### src/hw/rtl/mfp_pkg.sv
// Shared types and constants for the motion-capture frame parser.
// No dependencies; every other file of the block but mfp_if imports this package.
package mfp_pkg;

	localparam int REC_LEN          = 13;
	localparam int REC_IDX_W        = $clog2(REC_LEN);
	localparam int PREFIX_BYTES_DEF = 7;
	localparam int QUEUE_DEPTH      = 2;
	localparam int MAG_W            = 23;
	localparam int VEL_W            = 24;
	localparam int DIV_CNT_W        = $clog2(MAG_W);
	localparam int CFG_IDX_W        = 2;

	localparam logic [7:0] OWN_ID_RST     = 8'd0;
	localparam logic [7:0] TARGET_ID_RST  = 8'd1;
	localparam logic [7:0] MAX_OBJ_RST    = 8'd16;

	localparam logic [CFG_IDX_W-1:0] CFG_OWN_ID      = 2'd0;
	localparam logic [CFG_IDX_W-1:0] CFG_TARGET_ID   = 2'd1;
	localparam logic [CFG_IDX_W-1:0] CFG_MAX_OBJECTS = 2'd2;

	localparam logic KIND_OWN    = 1'b0;
	localparam logic KIND_TARGET = 1'b1;

	typedef logic signed [15:0]      coord_t;
	typedef logic signed [VEL_W-1:0] vel_t;

	typedef struct packed {
		logic        is_own;
		logic        is_tgt;
		logic [31:0] gap;
		coord_t [2:0] pos;
		coord_t [2:0] att;
	} rec_entry_t;

	typedef struct packed {
		logic full;
		logic empty;
	} q_stat_t;

	typedef struct packed {
		logic         kind;
		coord_t [2:0] pos;
		coord_t [2:0] att;
		vel_t [2:0]   vel;
		logic         last_of_run;
	} result_t;

	typedef enum logic [2:0] {
		BE_IDLE,
		BE_LOAD,
		BE_DIV,
		BE_EMIT_OWN,
		BE_EMIT_TGT
	} be_state_t;

endpackage

### src/hw/rtl/mfp_if.sv
// Channel interfaces of the frame parser: byte input, result output, register writes.
// No dependencies.
interface mfp_byte_if;
	logic       valid;
	logic       ready;
	logic [7:0] data_byte;
	logic       start_of_datagram;
	modport source(output valid, data_byte, start_of_datagram, input ready);
	modport sink(input valid, data_byte, start_of_datagram, output ready);
endinterface

interface mfp_result_if;
	logic                      valid;
	logic                      ready;
	logic                      kind;
	logic signed [15:0]        pos_x;
	logic signed [15:0]        pos_y;
	logic signed [15:0]        pos_z;
	logic signed [15:0]        roll;
	logic signed [15:0]        pitch;
	logic signed [15:0]        yaw;
	logic signed [23:0]        vel_x;
	logic signed [23:0]        vel_y;
	logic signed [23:0]        vel_z;
	logic                      last_of_run;
	modport source(output valid, kind, pos_x, pos_y, pos_z, roll, pitch, yaw,
		vel_x, vel_y, vel_z, last_of_run, input ready);
	modport sink(input valid, kind, pos_x, pos_y, pos_z, roll, pitch, yaw,
		vel_x, vel_y, vel_z, last_of_run, output ready);
endinterface

interface mfp_cfg_if;
	logic       valid;
	logic       ready;
	logic [1:0] index;
	logic [7:0] data;
	modport source(output valid, index, data, input ready);
	modport sink(input valid, index, data, output ready);
endinterface

### src/hw/rtl/mfp_front.sv
// Front end: walks the datagram bytes, checks frame number and object count,
// collects records and pushes matching ones into the queue. Depends on mfp_pkg and mfp_if.
module mfp_front #(
	parameter int PREFIX_BYTES = mfp_pkg::PREFIX_BYTES_DEF
) (
	input  logic                clk,
	input  logic                arst_n,
	mfp_byte_if.sink            byte_in,
	input  logic [7:0]          own_id,
	input  logic [7:0]          target_id,
	input  logic [7:0]          max_objects,
	input  mfp_pkg::q_stat_t    q_stat,
	output logic                push,
	output mfp_pkg::rec_entry_t push_entry
);
	import mfp_pkg::*;

	localparam int COUNT_POS = PREFIX_BYTES + 4;
	localparam int REC_POS   = PREFIX_BYTES + 5;
	localparam int POS_W     = $clog2(REC_POS + REC_LEN + 1);

	logic [POS_W-1:0]     pos_q, pos_eff, pos_d;
	logic                 drop_q, drop_eff, drop_d;
	logic [31:0]          last_frame_q, gap_q, frame_q, frame_new;
	logic [7:0]           objects_left_q;
	logic [7:0]           rec_q [REC_LEN-1];
	logic [REC_IDX_W-1:0] rec_k;
	logic                 accept, b_zero;
	logic                 frame_byte, frame_ok, count_ok, rec_byte, rec_done;
	logic [7:0]           b;

	assign b              = byte_in.data_byte;
	assign b_zero         = (b == 8'd0);
	assign byte_in.ready  = !q_stat.full;
	assign accept         = byte_in.valid && byte_in.ready;
	assign frame_new      = {b, frame_q[31:8]};

	always_comb begin
		drop_eff   = byte_in.start_of_datagram ? 1'b0 : drop_q;
		pos_eff    = byte_in.start_of_datagram ? '0 : pos_q;
		rec_k      = REC_IDX_W'(pos_eff - POS_W'(REC_POS));
		pos_d      = pos_q;
		drop_d     = drop_q;
		frame_byte = 1'b0;
		frame_ok   = 1'b0;
		count_ok   = 1'b0;
		rec_byte   = 1'b0;
		rec_done   = 1'b0;
		if (accept) begin
			pos_d  = pos_eff;
			drop_d = drop_eff;
			if (!drop_eff) begin
				if (pos_eff < POS_W'(PREFIX_BYTES)) begin
					pos_d = pos_eff + 1'b1;
				end else if (pos_eff < POS_W'(COUNT_POS)) begin
					pos_d      = pos_eff + 1'b1;
					frame_byte = 1'b1;
					if (pos_eff == POS_W'(COUNT_POS - 1)) begin
						if (frame_new <= last_frame_q) drop_d = 1'b1;
						else frame_ok = 1'b1;
					end
				end else if (pos_eff == POS_W'(COUNT_POS)) begin
					if (b > max_objects || b_zero) begin
						drop_d = 1'b1;
					end else begin
						pos_d    = pos_eff + 1'b1;
						count_ok = 1'b1;
					end
				end else if (rec_k == REC_IDX_W'(REC_LEN - 1)) begin
					rec_done = 1'b1;
					pos_d    = POS_W'(REC_POS);
					if (objects_left_q <= 8'd1) drop_d = 1'b1;
				end else begin
					rec_byte = 1'b1;
					pos_d    = pos_eff + 1'b1;
				end
			end
		end
	end

	always_ff @(posedge clk or negedge arst_n) begin
		if (!arst_n) begin
			pos_q          <= '0;
			drop_q         <= 1'b1;
			last_frame_q   <= '0;
			gap_q          <= '0;
			objects_left_q <= '0;
		end else begin
			pos_q  <= pos_d;
			drop_q <= drop_d;
			if (frame_ok) begin
				gap_q        <= frame_new - last_frame_q;
				last_frame_q <= frame_new;
			end
			if (count_ok) objects_left_q <= b;
			else if (rec_done && objects_left_q != 8'd0) objects_left_q <= objects_left_q - 8'd1;
		end
	end

	always_ff @(posedge clk) begin
		if (frame_byte) frame_q <= frame_new;
		if (rec_byte) rec_q[rec_k] <= b;
	end

	// The record's last byte goes straight into the queue entry.
	always_comb begin
		push_entry.is_own = (rec_q[0] == own_id);
		push_entry.is_tgt = (rec_q[0] == target_id);
		push_entry.gap    = gap_q;
		push_entry.pos[0] = {rec_q[2], rec_q[1]};
		push_entry.pos[1] = {rec_q[4], rec_q[3]};
		push_entry.pos[2] = {rec_q[6], rec_q[5]};
		push_entry.att[0] = {rec_q[8], rec_q[7]};
		push_entry.att[1] = {rec_q[10], rec_q[9]};
		push_entry.att[2] = {b, rec_q[11]};
	end

	assign push = rec_done && (push_entry.is_own || push_entry.is_tgt);

endmodule

### src/hw/rtl/mfp_queue.sv
// Short record queue between front end and back end.
// Depends on mfp_pkg.
module mfp_queue (
	input  logic                clk,
	input  logic                arst_n,
	input  logic                push,
	input  mfp_pkg::rec_entry_t push_entry,
	input  logic                pop,
	output mfp_pkg::rec_entry_t pop_entry,
	output mfp_pkg::q_stat_t    q_stat
);
	import mfp_pkg::*;

	localparam int PTR_W = (QUEUE_DEPTH > 1) ? $clog2(QUEUE_DEPTH) : 1;
	localparam int CNT_W = $clog2(QUEUE_DEPTH + 1);

	rec_entry_t       mem_q [QUEUE_DEPTH];
	logic [PTR_W-1:0] wr_q, rd_q;
	logic [CNT_W-1:0] cnt_q;

	function automatic logic [PTR_W-1:0] ptr_inc(input logic [PTR_W-1:0] p);
		return (p == PTR_W'(QUEUE_DEPTH - 1)) ? '0 : p + 1'b1;
	endfunction

	assign q_stat.full  = (cnt_q == CNT_W'(QUEUE_DEPTH));
	assign q_stat.empty = (cnt_q == '0);
	assign pop_entry    = mem_q[rd_q];

	always_ff @(posedge clk or negedge arst_n) begin
		if (!arst_n) begin
			wr_q  <= '0;
			rd_q  <= '0;
			cnt_q <= '0;
		end else begin
			if (push) wr_q <= ptr_inc(wr_q);
			if (pop) rd_q <= ptr_inc(rd_q);
			if (push && !pop) cnt_q <= cnt_q + 1'b1;
			else if (pop && !push) cnt_q <= cnt_q - 1'b1;
		end
	end

	always_ff @(posedge clk) begin
		if (push) mem_q[wr_q] <= push_entry;
	end

endmodule

### src/hw/rtl/mfp_back.sv
// Back end: velocity through one shared bit-serial divider, result register.
// Depends on mfp_pkg and mfp_if.
module mfp_back (
	input  logic                clk,
	input  logic                arst_n,
	input  mfp_pkg::q_stat_t    q_stat,
	output logic                pop,
	input  mfp_pkg::rec_entry_t pop_entry,
	mfp_result_if.source        result
);
	import mfp_pkg::*;

	be_state_t            state_q, state_d;
	rec_entry_t           ent_q;
	logic [1:0]           axis_q;
	logic [DIV_CNT_W-1:0] cnt_q;
	logic [31:0]          rem_q, rem_next;
	logic [MAG_W-1:0]     quo_q, quo_next;
	logic                 neg_q;
	vel_t [2:0]           vel_q;
	coord_t [2:0]         prev_q;
	result_t              res_q;
	logic                 res_valid_q;
	logic                 out_free, load_go, div_step, div_last, emit_own, emit_tgt;
	logic signed [16:0]   diff;
	logic signed [23:0]   num;
	logic [32:0]          trial;
	logic                 ge;
	vel_t                 vel_new;

	assign out_free = !res_valid_q || result.ready;
	assign div_last = (cnt_q == DIV_CNT_W'(MAG_W - 1));

	always_comb begin
		state_d  = state_q;
		pop      = 1'b0;
		load_go  = 1'b0;
		div_step = 1'b0;
		emit_own = 1'b0;
		emit_tgt = 1'b0;
		case (state_q)
			BE_IDLE: begin
				if (!q_stat.empty) begin
					pop     = 1'b1;
					state_d = pop_entry.is_own ? BE_LOAD : BE_EMIT_TGT;
				end
			end
			BE_LOAD: begin
				load_go = 1'b1;
				state_d = BE_DIV;
			end
			BE_DIV: begin
				div_step = 1'b1;
				if (div_last) state_d = (axis_q == 2'd2) ? BE_EMIT_OWN : BE_LOAD;
			end
			BE_EMIT_OWN: begin
				if (out_free) begin
					emit_own = 1'b1;
					state_d  = ent_q.is_tgt ? BE_EMIT_TGT : BE_IDLE;
				end
			end
			BE_EMIT_TGT: begin
				if (out_free) begin
					emit_tgt = 1'b1;
					state_d  = BE_IDLE;
				end
			end
			default: state_d = BE_IDLE;
		endcase
	end

	always_ff @(posedge clk or negedge arst_n) begin
		if (!arst_n) begin
			state_q     <= BE_IDLE;
			res_valid_q <= 1'b0;
			prev_q      <= '0;
		end else begin
			state_q <= state_d;
			if (emit_own || emit_tgt) res_valid_q <= 1'b1;
			else if (result.ready) res_valid_q <= 1'b0;
			if (emit_own) prev_q <= ent_q.pos;
		end
	end

	// Difference times 120 as (d << 7) - (d << 3); magnitude fits in 23 bits.
	always_comb begin
		diff = 17'($signed(ent_q.pos[axis_q])) - 17'($signed(prev_q[axis_q]));
		num  = ($signed({{7{diff[16]}}, diff}) <<< 7) - ($signed({{7{diff[16]}}, diff}) <<< 3);
	end

	// One restoring step a cycle.
	always_comb begin
		trial    = {rem_q, quo_q[MAG_W-1]};
		ge       = (trial >= {1'b0, ent_q.gap});
		rem_next = ge ? 32'(trial - {1'b0, ent_q.gap}) : trial[31:0];
		quo_next = {quo_q[MAG_W-2:0], ge};
		if (ent_q.gap == 32'd0) vel_new = '0;
		else if (neg_q) vel_new = -$signed({1'b0, quo_next});
		else vel_new = $signed({1'b0, quo_next});
	end

	always_ff @(posedge clk) begin
		if (pop) begin
			ent_q  <= pop_entry;
			axis_q <= '0;
		end
		if (load_go) begin
			neg_q <= num[23];
			quo_q <= num[23] ? MAG_W'(-num) : num[MAG_W-1:0];
			rem_q <= '0;
			cnt_q <= '0;
		end
		if (div_step) begin
			rem_q <= rem_next;
			quo_q <= quo_next;
			cnt_q <= cnt_q + 1'b1;
			if (div_last) begin
				vel_q[axis_q] <= vel_new;
				axis_q        <= axis_q + 2'd1;
			end
		end
		if (emit_own) begin
			res_q.kind        <= KIND_OWN;
			res_q.pos         <= ent_q.pos;
			res_q.att         <= ent_q.att;
			res_q.vel         <= vel_q;
			res_q.last_of_run <= !ent_q.is_tgt;
		end
		if (emit_tgt) begin
			res_q.kind        <= KIND_TARGET;
			res_q.pos         <= ent_q.pos;
			res_q.att         <= '0;
			res_q.vel         <= '0;
			res_q.last_of_run <= 1'b1;
		end
	end

	assign result.valid       = res_valid_q;
	assign result.kind        = res_q.kind;
	assign result.pos_x       = res_q.pos[0];
	assign result.pos_y       = res_q.pos[1];
	assign result.pos_z       = res_q.pos[2];
	assign result.roll        = res_q.att[0];
	assign result.pitch       = res_q.att[1];
	assign result.yaw         = res_q.att[2];
	assign result.vel_x       = res_q.vel[0];
	assign result.vel_y       = res_q.vel[1];
	assign result.vel_z       = res_q.vel[2];
	assign result.last_of_run = res_q.last_of_run;

endmodule

### src/hw/rtl/mocap_frame_parser.sv
// Top level of the motion-capture frame parser: registers, front end, queue, back end.
// Depends on mfp_pkg, mfp_if, mfp_front, mfp_queue and mfp_back.
//
//   Channel   Direction  Payload
//   byte_in   in         data_byte[7:0], start_of_datagram
//   result    out        kind, pos_x/y/z, roll/pitch/yaw, vel_x/y/z, last_of_run
//   cfg       in         index[1:0], data[7:0]
//
// The front end takes one byte a cycle while the queue is not full. A record that matches
// neither id costs nothing beyond its 13 bytes. A record for the own id is popped, then
// loaded and divided on the shared one-bit-a-cycle divider once for each of the three axes,
// then emits one result per id it matches. A target-only record goes straight to its emit.
// Byte input stalls only while the two-entry record queue is full; the result register
// lets the back end load a new result in the same cycle the old one is transferred.
// Reset is asynchronous and active low; after reset bytes are ignored until a start byte.
module mocap_frame_parser #(
	parameter int PREFIX_BYTES = mfp_pkg::PREFIX_BYTES_DEF
) (
	input logic          clk,
	input logic          arst_n,
	mfp_byte_if.sink     byte_in,
	mfp_result_if.source result,
	mfp_cfg_if.sink      cfg
);
	import mfp_pkg::*;

	logic [7:0] own_id_q, target_id_q, max_objects_q;
	logic       push, pop;
	rec_entry_t push_entry, pop_entry;
	q_stat_t    q_stat;

	// Registers are to be written only while idle; the block does not check this. Writes are always taken.
	assign cfg.ready = 1'b1;

	always_ff @(posedge clk or negedge arst_n) begin
		if (!arst_n) begin
			own_id_q      <= OWN_ID_RST;
			target_id_q   <= TARGET_ID_RST;
			max_objects_q <= MAX_OBJ_RST;
		end else if (cfg.valid) begin
			case (cfg.index)
				CFG_OWN_ID:      own_id_q      <= cfg.data;
				CFG_TARGET_ID:   target_id_q   <= cfg.data;
				CFG_MAX_OBJECTS: max_objects_q <= cfg.data;
				default: ;
			endcase
		end
	end

	// Front end: byte walk, frame and count checks, record assembly.
	mfp_front #(
		.PREFIX_BYTES(PREFIX_BYTES)
	) u_front (
		.clk        (clk),
		.arst_n     (arst_n),
		.byte_in    (byte_in),
		.own_id     (own_id_q),
		.target_id  (target_id_q),
		.max_objects(max_objects_q),
		.q_stat     (q_stat),
		.push       (push),
		.push_entry (push_entry)
	);

	// Matching records wait here, with the frame gap they were seen under.
	mfp_queue u_queue (
		.clk       (clk),
		.arst_n    (arst_n),
		.push      (push),
		.push_entry(push_entry),
		.pop       (pop),
		.pop_entry (pop_entry),
		.q_stat    (q_stat)
	);

	// Back end: velocity divisions and the result register.
	mfp_back u_back (
		.clk      (clk),
		.arst_n   (arst_n),
		.q_stat   (q_stat),
		.pop      (pop),
		.pop_entry(pop_entry),
		.result   (result)
	);

	// A record is never pushed into a full queue.
	assert property (@(posedge clk) disable iff (!arst_n) push |-> !q_stat.full)
		else $error("record pushed into full queue");

	// The back end never pops an empty queue.
	assert property (@(posedge clk) disable iff (!arst_n) pop |-> !q_stat.empty)
		else $error("record popped from empty queue");

	// Target results carry no velocity and a zero roll, and close their run.
	assert property (@(posedge clk) disable iff (!arst_n)
		(result.valid && result.kind == KIND_TARGET) |->
		(result.vel_x == '0 && result.vel_y == '0 && result.vel_z == '0 &&
		 result.roll == '0 && result.last_of_run))
		else $error("target result with attitude or velocity");

endmodule
### src/flat_wrapper.sv
// flat-port wrapper written by rule: the top's interface ports become plain ports
module mocap_frame_parser_flat import mfp_pkg::*;
#(
	parameter int PREFIX_BYTES = mfp_pkg::PREFIX_BYTES_DEF
)
  (clk, arst_n, byte_in_valid, byte_in_data_byte, byte_in_start_of_datagram, byte_in_ready, result_valid, result_kind, result_pos_x, result_pos_y, result_pos_z, result_roll, result_pitch, result_yaw, result_vel_x, result_vel_y, result_vel_z, result_last_of_run, result_ready, cfg_valid, cfg_index, cfg_data, cfg_ready);
  mfp_byte_if byte_in_i ();
  mfp_result_if result_i ();
  mfp_cfg_if cfg_i ();
  input logic clk;
  input logic arst_n;
  input wire logic [$bits(byte_in_i.valid)-1:0] byte_in_valid;
  input wire logic [$bits(byte_in_i.data_byte)-1:0] byte_in_data_byte;
  input wire logic [$bits(byte_in_i.start_of_datagram)-1:0] byte_in_start_of_datagram;
  output wire logic [$bits(byte_in_i.ready)-1:0] byte_in_ready;
  output wire logic [$bits(result_i.valid)-1:0] result_valid;
  output wire logic [$bits(result_i.kind)-1:0] result_kind;
  output wire logic [$bits(result_i.pos_x)-1:0] result_pos_x;
  output wire logic [$bits(result_i.pos_y)-1:0] result_pos_y;
  output wire logic [$bits(result_i.pos_z)-1:0] result_pos_z;
  output wire logic [$bits(result_i.roll)-1:0] result_roll;
  output wire logic [$bits(result_i.pitch)-1:0] result_pitch;
  output wire logic [$bits(result_i.yaw)-1:0] result_yaw;
  output wire logic [$bits(result_i.vel_x)-1:0] result_vel_x;
  output wire logic [$bits(result_i.vel_y)-1:0] result_vel_y;
  output wire logic [$bits(result_i.vel_z)-1:0] result_vel_z;
  output wire logic [$bits(result_i.last_of_run)-1:0] result_last_of_run;
  input wire logic [$bits(result_i.ready)-1:0] result_ready;
  input wire logic [$bits(cfg_i.valid)-1:0] cfg_valid;
  input wire logic [$bits(cfg_i.index)-1:0] cfg_index;
  input wire logic [$bits(cfg_i.data)-1:0] cfg_data;
  output wire logic [$bits(cfg_i.ready)-1:0] cfg_ready;
  assign byte_in_i.valid = byte_in_valid;
  assign byte_in_i.data_byte = byte_in_data_byte;
  assign byte_in_i.start_of_datagram = byte_in_start_of_datagram;
  assign byte_in_ready = byte_in_i.ready;
  assign result_valid = result_i.valid;
  assign result_kind = result_i.kind;
  assign result_pos_x = result_i.pos_x;
  assign result_pos_y = result_i.pos_y;
  assign result_pos_z = result_i.pos_z;
  assign result_roll = result_i.roll;
  assign result_pitch = result_i.pitch;
  assign result_yaw = result_i.yaw;
  assign result_vel_x = result_i.vel_x;
  assign result_vel_y = result_i.vel_y;
  assign result_vel_z = result_i.vel_z;
  assign result_last_of_run = result_i.last_of_run;
  assign result_i.ready = result_ready;
  assign cfg_i.valid = cfg_valid;
  assign cfg_i.index = cfg_index;
  assign cfg_i.data = cfg_data;
  assign cfg_ready = cfg_i.ready;
  mocap_frame_parser #(.PREFIX_BYTES(PREFIX_BYTES)) u_core (.clk(clk), .arst_n(arst_n), .byte_in(byte_in_i), .result(result_i), .cfg(cfg_i));
endmodule
### config.mk
export PLATFORM = sky130hd
export DESIGN_NAME = mocap_frame_parser_flat
export DESIGN_NICKNAME = d
export VERILOG_FILES = /design/src/hw/rtl/mfp_pkg.sv /design/src/hw/rtl/mfp_if.sv /design/src/hw/rtl/mfp_front.sv /design/src/hw/rtl/mfp_queue.sv /design/src/hw/rtl/mfp_back.sv /design/src/hw/rtl/mocap_frame_parser.sv /design/src/flat_wrapper.sv
export SDC_FILE = /design/constraint.sdc
export NUM_CORES = 1
export LEC_CHECK = 0
export BUFFER_PORTS_ARGS = -buffer_cell sky130_fd_sc_hd__buf_2
export CAP_MARGIN = 30
export CORE_AREA = 2 2 293 584
export DETAILED_ROUTE_END_ITERATION = 16
export DIE_AREA = 0 0 295 586
export SYNTH_ARGS = -nofsm -noshare
export SYNTH_HDL_FRONTEND = slang
export SYNTH_SLANG_ARGS = --single-unit
### constraint.sdc
create_clock -name clk -period 13.7 [get_ports clk]
set_input_delay 4.11 -clock clk [delete_from_list [all_inputs] [get_ports clk]]
set_output_delay 4.11 -clock clk [all_outputs]
set_load 0.005 [all_outputs]
==> results_dict.tcl <==
set metrics [dict create \
    fin_nets 3661 \
    grt_pass1_wl_mm 156 \
    synthTopCellsByArea "edfxtp_1 50%, dfrtp_1 9.3%, dfxtp_1 5.9%" \
    max_stage_delay_ns 0.78 \
    timing.critical_path.cells "buf_2 > inv_1 > nand2_1 > inv_1 > ha_1 > nand2b_1 > nand3_1 > nor2_1 > o21ai_0 > inv_1 > and2_4 > buf_4" \
    critPathBufInv 5 \
    clk_pin_slew_ns 0.08 \
    coreArea_um2 168000 \
    grt_pass1_vias 26100 \
    worstHoldPathType "reg2reg" \
    gr-total-overflow 0 \
    cts_root_buf "clkbuf_16" \
    post-place-ws_ns 5.77 \
    dp_hpwl_mm 74.4 \
    multi_input_area_um2 13600 \
    postCtsResizedCells 0 \
    required_ns 13.96 \
    path_max_fanout 66 \
    gp_congestion 0.861 \
    min_period_over_period 0.526 \
    die_w_um 295 \
    syn_inst 3343 \
    seq_area_um2 27200 \
    syn_nets 3485 \
    syn-mean-instance-area_um2 12.5 \
    track_usage 0.119 \
    holdCritStartpoint "u_core.u_front.rec_q[2][7]" \
    drive_gt1_frac 0.169 \
    max_cap_violations 0 \
    end_kind "flop" \
    async_flop_share 0.163 \
    r2r_start "u_core.u_back.axis_q[1]" \
    pin_count 197 \
    max_freq_mhz 139 \
    synth_seq_cells 972 \
    holdPathEnd "u_core.u_queue.mem_q[0][63]" \
    synth_edf_count 690 \
    clock_skew_ns 0.0840 \
    drt_wl_total_mm 104 \
    startpoint_type "primary input" \
    drt_pre_antenna_iters 7 \
    worstReg2RegEnd "u_core.u_back.quo_q[20]" \
    h-tree-depth 3 \
    grt_most_used_layer "met2" \
    vias_per_cell 4.40 \
    crit_path_frequent_cell "inv_1" \
    ctsHoldBuffers 0 \
    fillers 17100 \
    worstMarginPinSlew_ns 0.980 \
    grt_util_met3 0.0189 \
    cpLargestDelayFamily "simple AND/OR/NAND/NOR gates" \
    criticalPathCategory "in2reg" \
    clockBufferDepth 3 \
    holdPathStages 0 \
    status "finished, final reports clean" \
    dpl_cell_area_um2 45400 \
    setup_violations 0 \
    rsz0062_at_grt "no" \
    start_util 0.248 \
    worstRegToRegCells 26 \
    met1_usage 0.119 \
    fp.dieH_um 586 \
    port_buffers 195 \
    final_area_um2 48200 \
    yosysSeqAreaShare 0.650 \
    cts_tree "done" \
    slew_viol_final 0 \
    drtAntennaViolNets 0 \
    wl_per_cell_um 17.8 \
    timing_hold_violations_final 0 \
    postCtsSetupRepairBufs 0 \
    num_vias 25800 \
    yosysUniqueCellTypes 98 \
    drc 0 \
    cts.sinks 972 \
    slew_headroom 0.347 \
    ys_warn_count 0 \
    fin_tns_setup_ns 0 \
    drtIter0Drc 1292 \
    dieArea_um2 173000 \
    yosysTopAreaCellShare 0.496 \
    synth_area_leader_cell "edfxtp_1" \
    rows 213 \
    layout_setup_ws_ns 6.49 \
    clkLatencyLatePin_ns 0.71 \
    period_minus_slack_ns 7.21 \
    slowest_stage "buf_4" \
    use_met2 0.232 \
    synth-main-ff-cell "edfxtp_1" \
    syn_to_final_growth_pct 15.4 \
    crit_arrival_ns 7.47 \
    grt_max_degree 99 \
    rrSetupSlack_ns 7.17 \
    syn_area_um2 41800 \
    antenna_found_initial 10 \
    numCtsBuffers 82 \
]
==> Yosys cell counts, drive strengths merged (20+ instances only) <==
library cell  count
mux2            181
xor2             49
o211ai           20
inv             137
a211oi           22
nor4             26
a31oi            21
nand4            23
nand3            43
nand2           550
and2             67
mux2i            39
edfxtp          690
buf              27
nor3             33
ha              115
xnor2            91
a21o             54
dfxtp           124
clkbuf          114
nand2b           27
o21ai           132
dfrtp           155
nor2            137
a21oi           255
==> kinds of logic after synthesis <==
family / after synthesis / synth area share
xor+xnor: 140 / 0.0297
simple gates: 1001 / 0.110
other cells: 1 / 0.0000898
fa+ha+maj: 118 / 0.0359
buf+inv: 280 / 0.0258
flops: 972 / 0.650
compound gates: 611 / 0.0905
mux: 220 / 0.0584
==> metal layers <==
metal	up-vias	routed length, um
li1	12400	-
met1	12700	37900
met2	554	57300
met3	188	4160
met4	6	4980
met5	-	40
==> flip-flops by register name (all words and copies together), names as in the netlist, 8 cells and up <==
name and count:
u_core.u_front.rec_q 96, u_core.max_objects_q 8, u_core.u_back.result.pitch 16, u_core.target_id_q 8, u_core.u_front.gap_q 32, u_core.u_back.rem_q 32, u_core.u_front.objects_left_q 8, u_core.u_front.last_frame_q 32
u_core.u_back.result.yaw 16, u_core.u_back.result.vel_z 24, u_core.u_back.result.pos_y 16, u_core.u_back.quo_q 23, u_core.u_back.prev_q 48, u_core.u_back.result.pos_x 16, u_core.u_back.result.vel_y 24, u_core.u_back.ent_q 129
u_core.u_front.frame_q 24, u_core.u_back.result.roll 16, u_core.u_back.result.pos_z 16, u_core.u_queue.mem_q 260, u_core.u_back.result.vel_x 24, u_core.own_id_q 8, u_core.u_back.vel_q 72
==> worst max-delay path by stage <==
stage	startpoint	to	slack, ns	depth (start not counted)
5_1_grt	byte_in_start_of_datagram	u_core.u_queue.mem_q[1][71]	6.05	12
4_1_cts	byte_in_start_of_datagram	u_core.u_queue.mem_q[1][95]	6.48	12
2_1_floorplan	byte_in_start_of_datagram	u_core.u_queue.mem_q[0][0]	2.16	11
3_5_place_dp	byte_in_start_of_datagram	u_core.u_queue.mem_q[1][58]	5.77	12
3_3_place_gp	byte_in_start_of_datagram	u_core.u_queue.mem_q[1][58]	5.82	12
6_report	byte_in_start_of_datagram	u_core.u_queue.mem_q[1][95]	6.49	12
==> through the flow <==
step | std cells | hold WS (ns) | util
after floorplan | 3343 | 0.421 | -
after global placement | 5689 | 0.422 | 0.270
after detailed placement | 5690 | 0.430 | 0.270
after CTS | 5842 | 0.395 | 0.286
after global routing | 5846 | 0.401 | 0.287
final | 5850 | 0.403 | 0.287
==> final cells by class <==
type                       instances  share of cell area
inverter                         139              0.0109
clock inverter                    48              0.0113
multi-input combinational       2091               0.283
tap                             2257              0.0586
timing repair buffer             233              0.0271
clock buffer                     104              0.0454
antenna                            6            0.000312
sequential                       972               0.564
==> cells in the final DEF, fill, tap and decap left out, types with 20 or more instances in the layout <==
master     netlist  routed
ha_1           115     115
nand2_1        550     550
a21oi_1        253     253
o211ai_1        20      20
xor2_1          49      49
buf_2           12     195
nor3_1          31      29
mux2i_1         38      38
a21o_1          54      54
nand4_1         23      23
buf_4            2      35
inv_1          135     135
edfxtp_1       690     690
mux2_2         180     180
dfxtp_1        124     123
nor2_1         135     133
a31oi_1         20      20
nand3_1         42      41
nand2b_1        26      25
dfrtp_1        155     154
and2_1          67      66
o21ai_0        117     117
clkbuf_16        0      83
xnor2_1         89      89
nor4_1          23      20
Power is left out: the tool's default activity adds up to more than one toggle a clock period on the data nets, which glitch-free logic cannot reach.
